**src/hw/rtl/ens_pkg.sv**
```systemverilog
// Shared types and constants for the encoder speed and position block.
// No dependencies; compiled first.
package ens_pkg;

   localparam int HW_W       = 32;
   localparam int CSR_IDX_W  = 2;
   localparam int CSR_DATA_W = 32;
   localparam int PPR_W      = 16;
   localparam int GEAR_W     = 20;
   localparam int PERIOD_W   = 16;
   localparam int EDGE_SHIFT = 2;
   localparam int DIV_W      = PPR_W + PERIOD_W + GEAR_W + EDGE_SHIFT;
   localparam int Q_W        = HW_W + 1;

   localparam logic [63:0] SPEED_NUM = 64'd60000000;

   localparam logic [PPR_W-1:0]    PPR_RESET    = 16'd1;
   localparam logic [GEAR_W-1:0]   GEAR_RESET   = 20'd1000;
   localparam logic [PERIOD_W-1:0] PERIOD_RESET = 16'd100;

   localparam logic [HW_W-1:0] SAT_POS = 32'h7FFF_FFFF;
   localparam logic [HW_W-1:0] SAT_NEG = 32'h8000_0000;

   typedef enum logic [1:0] {
      OP_OVERFLOW   = 2'd0,
      OP_TICK       = 2'd1,
      OP_READ_REVS  = 2'd2,
      OP_READ_SPEED = 2'd3
   } op_type;

   typedef enum logic [CSR_IDX_W-1:0] {
      CSR_PULSES_PER_REV = 2'd0,
      CSR_GEAR_RATIO     = 2'd1,
      CSR_PERIOD_MS      = 2'd2
   } csr_idx_type;

   localparam logic KIND_REVS  = 1'b0;
   localparam logic KIND_SPEED = 1'b1;

   typedef struct packed {
      logic [PPR_W-1:0]    ppr;
      logic [GEAR_W-1:0]   gear;
      logic [PERIOD_W-1:0] period;
   } cfg_type;

   typedef struct packed {
      logic             start;
      logic             neg;
      logic [DIV_W-1:0] divisor;
   } div_ctl_type;

   typedef struct packed {
      logic            done;
      logic [HW_W-1:0] value;
   } div_sts_type;

endpackage

```
**src/hw/rtl/ens_if.sv**
```systemverilog
// Valid/ready channel interfaces: request, response and register write.
// Depends on ens_pkg.
interface ens_req_if;
   import ens_pkg::*;
   logic                   valid;
   logic                   ready;
   op_type                 op;
   logic signed [HW_W-1:0] hw_count;
   modport source(output valid, op, hw_count, input ready);
   modport sink(input valid, op, hw_count, output ready);
endinterface

interface ens_rsp_if;
   import ens_pkg::*;
   logic                   valid;
   logic                   ready;
   logic                   kind;
   logic signed [HW_W-1:0] result_value;
   modport source(output valid, kind, result_value, input ready);
   modport sink(input valid, kind, result_value, output ready);
endinterface

interface ens_csr_if;
   import ens_pkg::*;
   logic                  valid;
   logic                  ready;
   logic [CSR_IDX_W-1:0]  index;
   logic [CSR_DATA_W-1:0] data;
   modport source(output valid, index, data, input ready);
   modport sink(input valid, index, data, output ready);
endinterface

```
**src/hw/rtl/ens_regs.sv**
```systemverilog
// Configuration registers; zero values read back as one.
// Depends on ens_pkg and ens_csr_if.
module ens_regs (
   input  logic             clock,
   input  logic             reset,
   ens_csr_if.sink          csr_chan,
   output ens_pkg::cfg_type cfg
);
   import ens_pkg::*;

   logic [PPR_W-1:0]    ppr_ff;
   logic [GEAR_W-1:0]   gear_ff;
   logic [PERIOD_W-1:0] period_ff;

   assign csr_chan.ready = 1'b1;

   always_ff @(posedge clock) begin
      if (reset) begin
         ppr_ff    <= PPR_RESET;
         gear_ff   <= GEAR_RESET;
         period_ff <= PERIOD_RESET;
      end else if (csr_chan.valid) begin
         unique case (csr_chan.index)
            CSR_PULSES_PER_REV: ppr_ff    <= csr_chan.data[PPR_W-1:0];
            CSR_GEAR_RATIO:     gear_ff   <= csr_chan.data[GEAR_W-1:0];
            CSR_PERIOD_MS:      period_ff <= csr_chan.data[PERIOD_W-1:0];
            default: begin
            end
         endcase
      end
   end

   assign cfg.ppr    = (ppr_ff == '0) ? PPR_W'(1) : ppr_ff;
   assign cfg.gear   = (gear_ff == '0) ? GEAR_W'(1) : gear_ff;
   assign cfg.period = (period_ff == '0) ? PERIOD_W'(1) : period_ff;

endmodule

```
**src/hw/rtl/ens_div.sv**
```systemverilog
// Restoring divider, one quotient bit per cycle, signed saturation to 32 bits.
// Depends on ens_pkg.
module ens_div #(
   parameter int DVD_W = 68
) (
   input  logic                 clock,
   input  logic                 reset,
   input  ens_pkg::div_ctl_type ctl,
   input  logic [DVD_W-1:0]     dividend,
   output ens_pkg::div_sts_type sts
);
   import ens_pkg::*;

   localparam int CNT_W = $clog2(DVD_W);

   typedef enum logic [1:0] {DV_IDLE, DV_RUN, DV_FIN} dv_state_type;

   dv_state_type     state_ff;
   logic [CNT_W-1:0] cnt_ff;
   logic [DVD_W-1:0] dvd_ff;
   logic [DIV_W-1:0] rem_ff;
   logic [DIV_W-1:0] div_ff;
   logic [Q_W-1:0]   q_ff;
   logic             ovf_ff;
   logic             neg_ff;
   logic             done_ff;
   logic [HW_W-1:0]  value_ff;

   logic [DIV_W:0]   shifted;
   logic             ge;
   logic [DIV_W:0]   diff;
   logic [DIV_W-1:0] rem_in;
   logic [HW_W-1:0]  value_in;

   assign shifted = {rem_ff, dvd_ff[DVD_W-1]};
   assign ge      = shifted >= {1'b0, div_ff};
   assign diff    = shifted - {1'b0, div_ff};
   assign rem_in  = ge ? diff[DIV_W-1:0] : shifted[DIV_W-1:0];

   always_comb begin
      if (!neg_ff) begin
         value_in = (ovf_ff || q_ff > Q_W'(SAT_POS)) ? SAT_POS : q_ff[HW_W-1:0];
      end else begin
         value_in = (ovf_ff || q_ff > Q_W'(SAT_NEG)) ? SAT_NEG
                                                    : HW_W'(0) - q_ff[HW_W-1:0];
      end
   end

   always_ff @(posedge clock) begin
      if (reset) begin
         state_ff <= DV_IDLE;
         done_ff  <= 1'b0;
      end else begin
         done_ff <= 1'b0;
         unique case (state_ff)
            DV_IDLE: begin
               if (ctl.start) begin
                  dvd_ff   <= dividend;
                  div_ff   <= ctl.divisor;
                  neg_ff   <= ctl.neg;
                  rem_ff   <= '0;
                  q_ff     <= '0;
                  ovf_ff   <= 1'b0;
                  cnt_ff   <= '0;
                  state_ff <= DV_RUN;
               end
            end
            DV_RUN: begin
               dvd_ff <= {dvd_ff[DVD_W-2:0], 1'b0};
               rem_ff <= rem_in;
               q_ff   <= {q_ff[Q_W-2:0], ge};
               ovf_ff <= ovf_ff | q_ff[Q_W-1];
               cnt_ff <= cnt_ff + CNT_W'(1);
               if (cnt_ff == CNT_W'(DVD_W - 1)) begin
                  state_ff <= DV_FIN;
               end
            end
            DV_FIN: begin
               value_ff <= value_in;
               done_ff  <= 1'b1;
               state_ff <= DV_IDLE;
            end
            default: state_ff <= DV_IDLE;
         endcase
      end
   end

   assign sts.done  = done_ff;
   assign sts.value = value_ff;

`ifndef NO_ASSERTIONS
   a_start_idle: assert property (@(posedge clock) disable iff (reset)
      ctl.start |-> state_ff == DV_IDLE)
      else $error("divider started while busy");
   a_done_after_fin: assert property (@(posedge clock) disable iff (reset)
      done_ff |-> $past(state_ff == DV_FIN))
      else $error("divider done without final step");
   a_done_pulse: assert property (@(posedge clock) disable iff (reset)
      done_ff |=> !done_ff)
      else $error("divider done held for more than one cycle");
`endif

endmodule

```
**src/hw/rtl/encoder_speed_and_position.sv**
```systemverilog
// Quadrature x4 encoder speed and position block, top level.
// Depends on ens_pkg, ens_if, ens_regs and ens_div.
//
// Request words carry an op and the external edge counter value. Overflow
// fold returns nothing. Read speed returns the stored speed (kind 1) through
// the result register and the wait state. Tick and read revolutions run
// through one shared 32x32 multiplier (divisor product, then the two halves
// of the scaled dividend) and then through a restoring divider that retires
// one quotient bit per cycle over 32 plus the bit width of the larger scale
// constant (68 bits with default parameters). Tick stores the new speed and
// returns nothing; read revolutions returns milli-revolutions (kind 0).
// req_chan.ready is low while a word is in work. A finished response sits in
// an output register; a stalled receiver holds it there, and the next word
// is still taken, but its own response waits until that register frees.
// Register writes go through csr_chan and are always ready; the user must
// make them only while the block is idle, and the block itself does not
// enforce it. Reset clears all position and speed state and loads the
// register defaults; no clearing pass is needed.
module encoder_speed_and_position #(
   parameter int UNIT_SCALE_FACTOR = 1000,
   parameter int GEAR_SCALE        = 1000
) (
   input logic       clock,
   input logic       reset,
   ens_req_if.sink   req_chan,
   ens_rsp_if.source rsp_chan,
   ens_csr_if.sink   csr_chan
);
   import ens_pkg::*;

   localparam logic [63:0] SPEED_MUL = SPEED_NUM * 64'(GEAR_SCALE);
   localparam logic [63:0] REV_MUL   = 64'(UNIT_SCALE_FACTOR) * 64'(GEAR_SCALE);
   localparam logic [63:0] MAX_MUL   = (SPEED_MUL > REV_MUL) ? SPEED_MUL : REV_MUL;
   localparam int          MUL_W     = $clog2(MAX_MUL + 64'd1);
   localparam int          DVD_W     = HW_W + MUL_W;
   localparam int          ACC_W     = 96;

   typedef enum logic [3:0] {
      S_IDLE, S_M0, S_M1, S_M2, S_M3, S_M4, S_DIV, S_WAIT
   } state_type;

   cfg_type     cfg;
   div_ctl_type div_ctl;
   div_sts_type div_sts;

   state_type       state_ff;
   logic [HW_W-1:0] ext_ff;
   logic [HW_W-1:0] prev_ff;
   logic [HW_W-1:0] carried_ff;
   logic [HW_W-1:0] speed_ff;
   logic [HW_W-1:0] mag_ff;
   logic            neg_ff;
   logic            is_speed_ff;
   logic [63:0]     prod_ff;
   logic [63:0]     lo_ff;
   logic [DIV_W-1:0] divisor_ff;
   logic            res_kind_ff;
   logic [HW_W-1:0] res_value_ff;
   logic            rsp_valid_ff;
   logic            rsp_kind_ff;
   logic [HW_W-1:0] rsp_value_ff;

   logic [31:0]      mul_a;
   logic [31:0]      mul_b;
   logic [63:0]      prod_in;
   logic [HW_W-1:0]  total_in;
   logic [HW_W-1:0]  delta_in;
   logic [HW_W-1:0]  tot_mag;
   logic [HW_W-1:0]  delta_mag;
   logic [ACC_W-1:0] acc_in;
   logic             req_take;
   logic             rsp_free;
   logic             rsp_load;

   ens_regs u_regs (
      .clock    (clock),
      .reset    (reset),
      .csr_chan (csr_chan),
      .cfg      (cfg)
   );

   ens_div #(.DVD_W(DVD_W)) u_div (
      .clock    (clock),
      .reset    (reset),
      .ctl      (div_ctl),
      .dividend (acc_in[DVD_W-1:0]),
      .sts      (div_sts)
   );

   assign req_chan.ready = (state_ff == S_IDLE);
   assign req_take       = req_chan.valid && req_chan.ready;
   assign rsp_free       = !rsp_valid_ff || rsp_chan.ready;
   assign rsp_load       = (state_ff == S_WAIT) && rsp_free;

   assign total_in  = ext_ff + req_chan.hw_count;
   assign delta_in  = total_in - prev_ff + carried_ff;
   assign tot_mag   = total_in[HW_W-1] ? HW_W'(0) - total_in : total_in;
   assign delta_mag = delta_in[HW_W-1] ? HW_W'(0) - delta_in : delta_in;

   always_comb begin
      unique case (state_ff)
         S_M0: begin
            mul_a = 32'(cfg.ppr);
            mul_b = is_speed_ff ? 32'(cfg.period) : 32'd1;
         end
         S_M1: begin
            mul_a = prod_ff[31:0];
            mul_b = 32'(cfg.gear);
         end
         S_M2: begin
            mul_a = mag_ff;
            mul_b = is_speed_ff ? SPEED_MUL[31:0] : REV_MUL[31:0];
         end
         S_M3: begin
            mul_a = mag_ff;
            mul_b = is_speed_ff ? SPEED_MUL[63:32] : REV_MUL[63:32];
         end
         default: begin
            mul_a = '0;
            mul_b = '0;
         end
      endcase
   end

   assign prod_in = mul_a * mul_b;
   assign acc_in  = {32'd0, lo_ff} + {prod_ff, 32'd0};

   assign div_ctl.start   = (state_ff == S_M4);
   assign div_ctl.neg     = neg_ff;
   assign div_ctl.divisor = divisor_ff;

   always_ff @(posedge clock) begin
      if (reset) begin
         state_ff     <= S_IDLE;
         ext_ff       <= '0;
         prev_ff      <= '0;
         carried_ff   <= '0;
         speed_ff     <= '0;
         rsp_valid_ff <= 1'b0;
      end else begin
         if (rsp_load) begin
            rsp_valid_ff <= 1'b1;
         end else if (rsp_valid_ff && rsp_chan.ready) begin
            rsp_valid_ff <= 1'b0;
         end
         unique case (state_ff)
            S_IDLE: begin
               if (req_take) begin
                  unique case (req_chan.op)
                     OP_OVERFLOW: begin
                        ext_ff <= total_in;
                     end
                     OP_TICK: begin
                        carried_ff  <= '0;
                        prev_ff     <= total_in;
                        neg_ff      <= delta_in[HW_W-1];
                        mag_ff      <= delta_mag;
                        is_speed_ff <= 1'b1;
                        state_ff    <= S_M0;
                     end
                     OP_READ_REVS: begin
                        carried_ff  <= carried_ff + total_in - prev_ff;
                        ext_ff      <= '0;
                        prev_ff     <= '0;
                        neg_ff      <= total_in[HW_W-1];
                        mag_ff      <= tot_mag >> EDGE_SHIFT;
                        is_speed_ff <= 1'b0;
                        state_ff    <= S_M0;
                     end
                     OP_READ_SPEED: begin
                        res_kind_ff  <= KIND_SPEED;
                        res_value_ff <= speed_ff;
                        state_ff     <= S_WAIT;
                     end
                     default: state_ff <= S_IDLE;
                  endcase
               end
            end
            S_M0: begin
               prod_ff  <= prod_in;
               state_ff <= S_M1;
            end
            S_M1: begin
               prod_ff  <= prod_in;
               state_ff <= S_M2;
            end
            S_M2: begin
               divisor_ff <= is_speed_ff ? {prod_ff[DIV_W-EDGE_SHIFT-1:0], 2'b00}
                                         : prod_ff[DIV_W-1:0];
               prod_ff    <= prod_in;
               state_ff   <= S_M3;
            end
            S_M3: begin
               lo_ff    <= prod_ff;
               prod_ff  <= prod_in;
               state_ff <= S_M4;
            end
            S_M4: begin
               state_ff <= S_DIV;
            end
            S_DIV: begin
               if (div_sts.done) begin
                  if (is_speed_ff) begin
                     speed_ff <= div_sts.value;
                     state_ff <= S_IDLE;
                  end else begin
                     res_kind_ff  <= KIND_REVS;
                     res_value_ff <= div_sts.value;
                     state_ff     <= S_WAIT;
                  end
               end
            end
            S_WAIT: begin
               if (rsp_load) begin
                  rsp_kind_ff  <= res_kind_ff;
                  rsp_value_ff <= res_value_ff;
                  state_ff     <= S_IDLE;
               end
            end
            default: state_ff <= S_IDLE;
         endcase
      end
   end

   assign rsp_chan.valid        = rsp_valid_ff;
   assign rsp_chan.kind         = rsp_kind_ff;
   assign rsp_chan.result_value = rsp_value_ff;

`ifndef NO_ASSERTIONS
   a_done_in_div: assert property (@(posedge clock) disable iff (reset)
      div_sts.done |-> state_ff == S_DIV)
      else $error("divider result outside divide step");
   a_long_ops_start: assert property (@(posedge clock) disable iff (reset)
      req_take && (req_chan.op == OP_TICK || req_chan.op == OP_READ_REVS)
      |=> state_ff == S_M0)
      else $error("tick or revolution read did not start sequence");
   a_load_from_wait: assert property (@(posedge clock) disable iff (reset)
      $rose(rsp_valid_ff) |-> $past(state_ff == S_WAIT))
      else $error("response loaded outside wait step");
   a_divisor_nonzero: assert property (@(posedge clock) disable iff (reset)
      div_ctl.start |-> div_ctl.divisor != '0)
      else $error("zero divisor");
`endif

endmodule
```
**src/flat_wrapper.sv**
```systemverilog
// flat-port wrapper written by rule: the top's interface ports become plain ports
module encoder_speed_and_position_flat import ens_pkg::*;
#(
   parameter int UNIT_SCALE_FACTOR = 1000,
   parameter int GEAR_SCALE        = 1000
)
  (clock, reset, req_chan_valid, req_chan_op, req_chan_hw_count, req_chan_ready, rsp_chan_valid, rsp_chan_kind, rsp_chan_result_value, rsp_chan_ready, csr_chan_valid, csr_chan_index, csr_chan_data, csr_chan_ready);
  ens_req_if req_chan_i ();
  ens_rsp_if rsp_chan_i ();
  ens_csr_if csr_chan_i ();
  input logic clock;
  input logic reset;
  input wire logic [$bits(req_chan_i.valid)-1:0] req_chan_valid;
  input wire logic [$bits(req_chan_i.op)-1:0] req_chan_op;
  input wire logic [$bits(req_chan_i.hw_count)-1:0] req_chan_hw_count;
  output wire logic [$bits(req_chan_i.ready)-1:0] req_chan_ready;
  output wire logic [$bits(rsp_chan_i.valid)-1:0] rsp_chan_valid;
  output wire logic [$bits(rsp_chan_i.kind)-1:0] rsp_chan_kind;
  output wire logic [$bits(rsp_chan_i.result_value)-1:0] rsp_chan_result_value;
  input wire logic [$bits(rsp_chan_i.ready)-1:0] rsp_chan_ready;
  input wire logic [$bits(csr_chan_i.valid)-1:0] csr_chan_valid;
  input wire logic [$bits(csr_chan_i.index)-1:0] csr_chan_index;
  input wire logic [$bits(csr_chan_i.data)-1:0] csr_chan_data;
  output wire logic [$bits(csr_chan_i.ready)-1:0] csr_chan_ready;
  assign req_chan_i.valid = req_chan_valid;
  assign req_chan_i.op = req_chan_op;
  assign req_chan_i.hw_count = req_chan_hw_count;
  assign req_chan_ready = req_chan_i.ready;
  assign rsp_chan_valid = rsp_chan_i.valid;
  assign rsp_chan_kind = rsp_chan_i.kind;
  assign rsp_chan_result_value = rsp_chan_i.result_value;
  assign rsp_chan_i.ready = rsp_chan_ready;
  assign csr_chan_i.valid = csr_chan_valid;
  assign csr_chan_i.index = csr_chan_index;
  assign csr_chan_i.data = csr_chan_data;
  assign csr_chan_ready = csr_chan_i.ready;
  encoder_speed_and_position #(.UNIT_SCALE_FACTOR(UNIT_SCALE_FACTOR), .GEAR_SCALE(GEAR_SCALE)) u_core (.clock(clock), .reset(reset), .req_chan(req_chan_i), .rsp_chan(rsp_chan_i), .csr_chan(csr_chan_i));
endmodule
```
**config.mk**
```make
export PLATFORM = sky130hd
export DESIGN_NAME = encoder_speed_and_position_flat
export DESIGN_NICKNAME = d
export VERILOG_FILES = /design/src/hw/rtl/ens_pkg.sv /design/src/hw/rtl/ens_if.sv /design/src/hw/rtl/ens_regs.sv /design/src/hw/rtl/ens_div.sv /design/src/hw/rtl/encoder_speed_and_position.sv /design/src/flat_wrapper.sv
export SDC_FILE = /design/constraint.sdc
export NUM_CORES = 2
export LEC_CHECK = 0
export BUFFER_PORTS_ARGS = -buffer_cell sky130_fd_sc_hd__buf_2
export CELL_PAD_IN_SITES_DETAIL_PLACEMENT = 0
export CELL_PAD_IN_SITES_GLOBAL_PLACEMENT = 1
export CORE_MARGIN = 4
export CORE_UTILIZATION = 52
export DETAILED_ROUTE_END_ITERATION = 10
export PLACE_DENSITY = 0.91
export SLEW_MARGIN = 20
export SYNTH_ARGS = -nofsm -noshare
export SYNTH_HDL_FRONTEND = slang
export SYNTH_SLANG_ARGS = --single-unit
```
**constraint.sdc**
```tcl
create_clock -name clock -period 18.45 [get_ports clock]
set_clock_uncertainty 0.2 [all_clocks]
set_input_delay 3.69 -clock clock [delete_from_list [all_inputs] [get_ports clock]]
set_output_delay 3.69 -clock clock [all_outputs]
set_load 0.02 [all_outputs]
```
==> metrics.cfg <==
[clock_network]
cts_tree = done
post_cts_resized = 0
cts_buffer_depth = 3
insertion_delay_ns = 0.64
cts.sinks = 719
ctsHoldBuffers = 0
cts_setup_buffers = 0
path_clk_slew_ns = 0.06
htreeDepth = 3
cts_buffers = 73
cts_root_buf = clkbuf_16

[timing]
fmax_mhz = 79.3
drv_slew = 0
timing.slew.headroom_pct = 21.5
rsz0062_at_grt = false
tightest_slew_ns = 1.18
period_minus_slack_ns = 12.61
fin_hold_ws_ns = 0.213
fin_setup_tns_ns = 0
finalHoldViolations = 0
post-route-period-util_pct = 68.4
setup_violations = 0

[critical_path]
required_ns = 18.63
worstSetupPathType = flop to flop
r2r_slack_ns = 5.84
crit_arrival_ns = 12.79
crit_buf_inv = 7
r2r-start = u_core.state_ff[1]
slowest_stage = dfxtp_1
cpLargestDelayFamily = compound AO/OA/AOI/OAI gates
crit_cells = 32
end_kind = flop
crit_path_start_kind = flop
crit_path_max_incr_delay_ns = 1.03
path_max_fanout = 57
r2r_cells = 32
reg2reg_to = u_core.prod_ff[62]

[finish]
fill_cells = 10800
syn_to_final_growth_pct = 7.21
finalNetCount = 8050
post-route-util_pct = 56.3
final_cells = 8438
drive_gt1_share_pct = 6.93

[detailed_routing]
drtPass1Iterations = 5
viasPerCell = 5.82
ant_nets = 0
drc = 0
drtIter0Drc = 4407
wl_per_cell_um = 21.0
vias = 49100
drt_wl_total_um = 177000

[synthesis]
synth_area_leaders = edfxtp_1 25%, fa_1 23%, ha_1 9.6%
ys_async_sr_fraction_pct = 0
syn_area_mm2 = 0.0651
synthMuxAreaShare_pct = 1.52
synth_top_cell_by_area = edfxtp_1
ys.flop_type = edfxtp_1
synth_compound_area_share_pct = 11.0
synth_xor_area_share_pct = 3.33
synth_top_family_by_area = adder cells
yosysMostFrequentCell = inv_1
synth_fp_nets = 8102
synth_commonest_cells = 906 x inv_1, 856 x nand2_1, 758 x nor2_1
synthAdderAreaFrac_pct = 32.3
synthSimpleGateAreaFrac_pct = 14.5
synth_seq_cells = 719
synth-warning-count = 0
syn_inst = 6793
synth_edf_count = 532
avgSynthCellArea_um2 = 9.58
synth_top_area_share_pct = 24.5
seq_area_frac_synth_pct = 30.3
synth_cell_types = 99

[pwr]
power.leakage_uw = 0.0311
switchingPower_uw = 3880
switching_share_pct = 46.0
power.density_mw_per_mm2 = 121
seq_power_share_pct = 28.0
clkPwrFrac_pct = 17.6
intPower_uw = 4560
peakVddDrop_uv = 212
comb_power_share_pct = 54.5

[die]
die_y_um = 362
die_area_mm2 = 0.131
num_rows = 129
die_w_um = 362
initial_core_util_pct = 52.5
io_pins = 109
core_region_area_mm2 = 0.124

[placed_design]
port_buffers = 95
dp_hpwl_um = 133000
placedCellCount = 8302
gp_congestion = 0.985

[global_route]
antenna_found_initial = 9
grt_pass1_wl_um = 279000
grt-ovfl-total = 0
grt_max_degree = 89
grt_pass1_vias = 48900
grt_usage_pct = 27.1

[hold_path]
hp-class = flop to flop
min_from = u_core.divisor_ff[1]
min_to = u_core.u_div.div_ff[1]
holdPathStages = 0

[run]
maxCapViolations = 0

[status]
status = finished clean

==> cell families after synthesis <==
kind of cell | after synthesis
other | 1
AOI/OAI and AO/OA | 1126
buffers and inverters | 1224
adders and majority gates | 1236
DFF | 719
xor gates and xnor gates | 244
and+or+nand+nor | 2153
muxes | 90
==> worst max-delay path by stage <==
stage | startpoint | endpoint | slack [ns]
after detailed placement | u_core.state_ff[1] | u_core.prod_ff[62] | 5.77
after global routing | u_core.state_ff[1] | u_core.prod_ff[62] | 5.39
final | u_core.state_ff[1] | u_core.prod_ff[62] | 5.84
after floorplan | reset | u_core.u_div.cnt_ff[0] | 1.52
after CTS | u_core.state_ff[1] | u_core.prod_ff[62] | 5.69
after global placement | u_core.state_ff[1] | u_core.prod_ff[62] | 5.92
==> cells in the final DEF, fill, tap and decap left out, drive strengths merged, types with 41 or more instances in the layout <==
| master | instances |
|---|---|
| nand2 | 856 |
| inv | 909 |
| ha | 498 |
| a22oi | 63 |
| and2 | 62 |
| nand3 | 66 |
| and3 | 43 |
| xor2 | 86 |
| o21ai | 175 |
| dfxtp | 187 |
| a21o | 110 |
| edfxtp | 532 |
| nand2b | 57 |
| xnor2 | 157 |
| a21oi | 434 |
| nor2 | 758 |
| mux2 | 70 |
| nor3 | 92 |
| nor2b | 41 |
| buf | 188 |
| fa | 738 |
| clkbuf | 96 |
==> registers in the layout, summed over array words and instances, names as in the netlist, 33 cells and up <==
name and flops:
u_core.prod_ff 64, u_core.u_div.dvd_ff 68, u_core.u_div.q_ff 33, u_core.u_div.div_ff 54
u_core.divisor_ff 54, u_core.u_div.rem_ff 54, u_core.lo_ff 64
==> worst reg2reg max path: cells and delay by family (launching register included) <==
family,cells,cell delay [ns]
compound gates,12,4.42
buf+inv,7,1.24
flops,1,1.03
fa+ha+maj,9,4.02
simple gates,3,1.31
xor+xnor,1,0.10
==> layout make-up <==
type,count,area [um^2],share of cell area (%)
clock inverter,35,335,0.480
sequential,719,19700,28.3
clock buffer,95,2010,2.88
tap,1637,2050,2.93
timing repair buffer,189,1190,1.70
inverter,908,3410,4.88
antenna,5,12.5,0.0179
multi-input combinational,4850,41100,58.8
==> per-layer routing <==
metal	share of wire (%)	vias up	wire, um	track usage [%]
met1	42	24200	73900	37.8
met5	0	-	0	0
met3	9.4	427	16700	5.88
li1	-	22400	-	-
met2	45	2091	79600	42.5
met4	4.0	0	7090	8.96
==> metrics by stage <==
step	instance area (um^2)	worst slack [ns]	power [uW]
final	69800	5.84	8440
after global routing	69800	5.39	9000
after CTS	69800	5.69	8400
after detailed placement	67400	5.77	6890
after global placement	67400	5.92	6790
after floorplan	65100	1.52	5430
==> power by group through the flow <==
| stage | clock network, uW | registers (uW) | logic (uW) |
|---|---|---|---|
| after floorplan | 0 | 2240 | 3190 |
| after global placement | 0 | 2370 | 4420 |
| after detailed placement | 0 | 2380 | 4510 |
| after CTS | 1500 | 2350 | 4550 |
| after global routing | 1570 | 2360 | 5070 |
| final | 1480 | 2360 | 4600 |
Power figures use the tool's default switching activity.
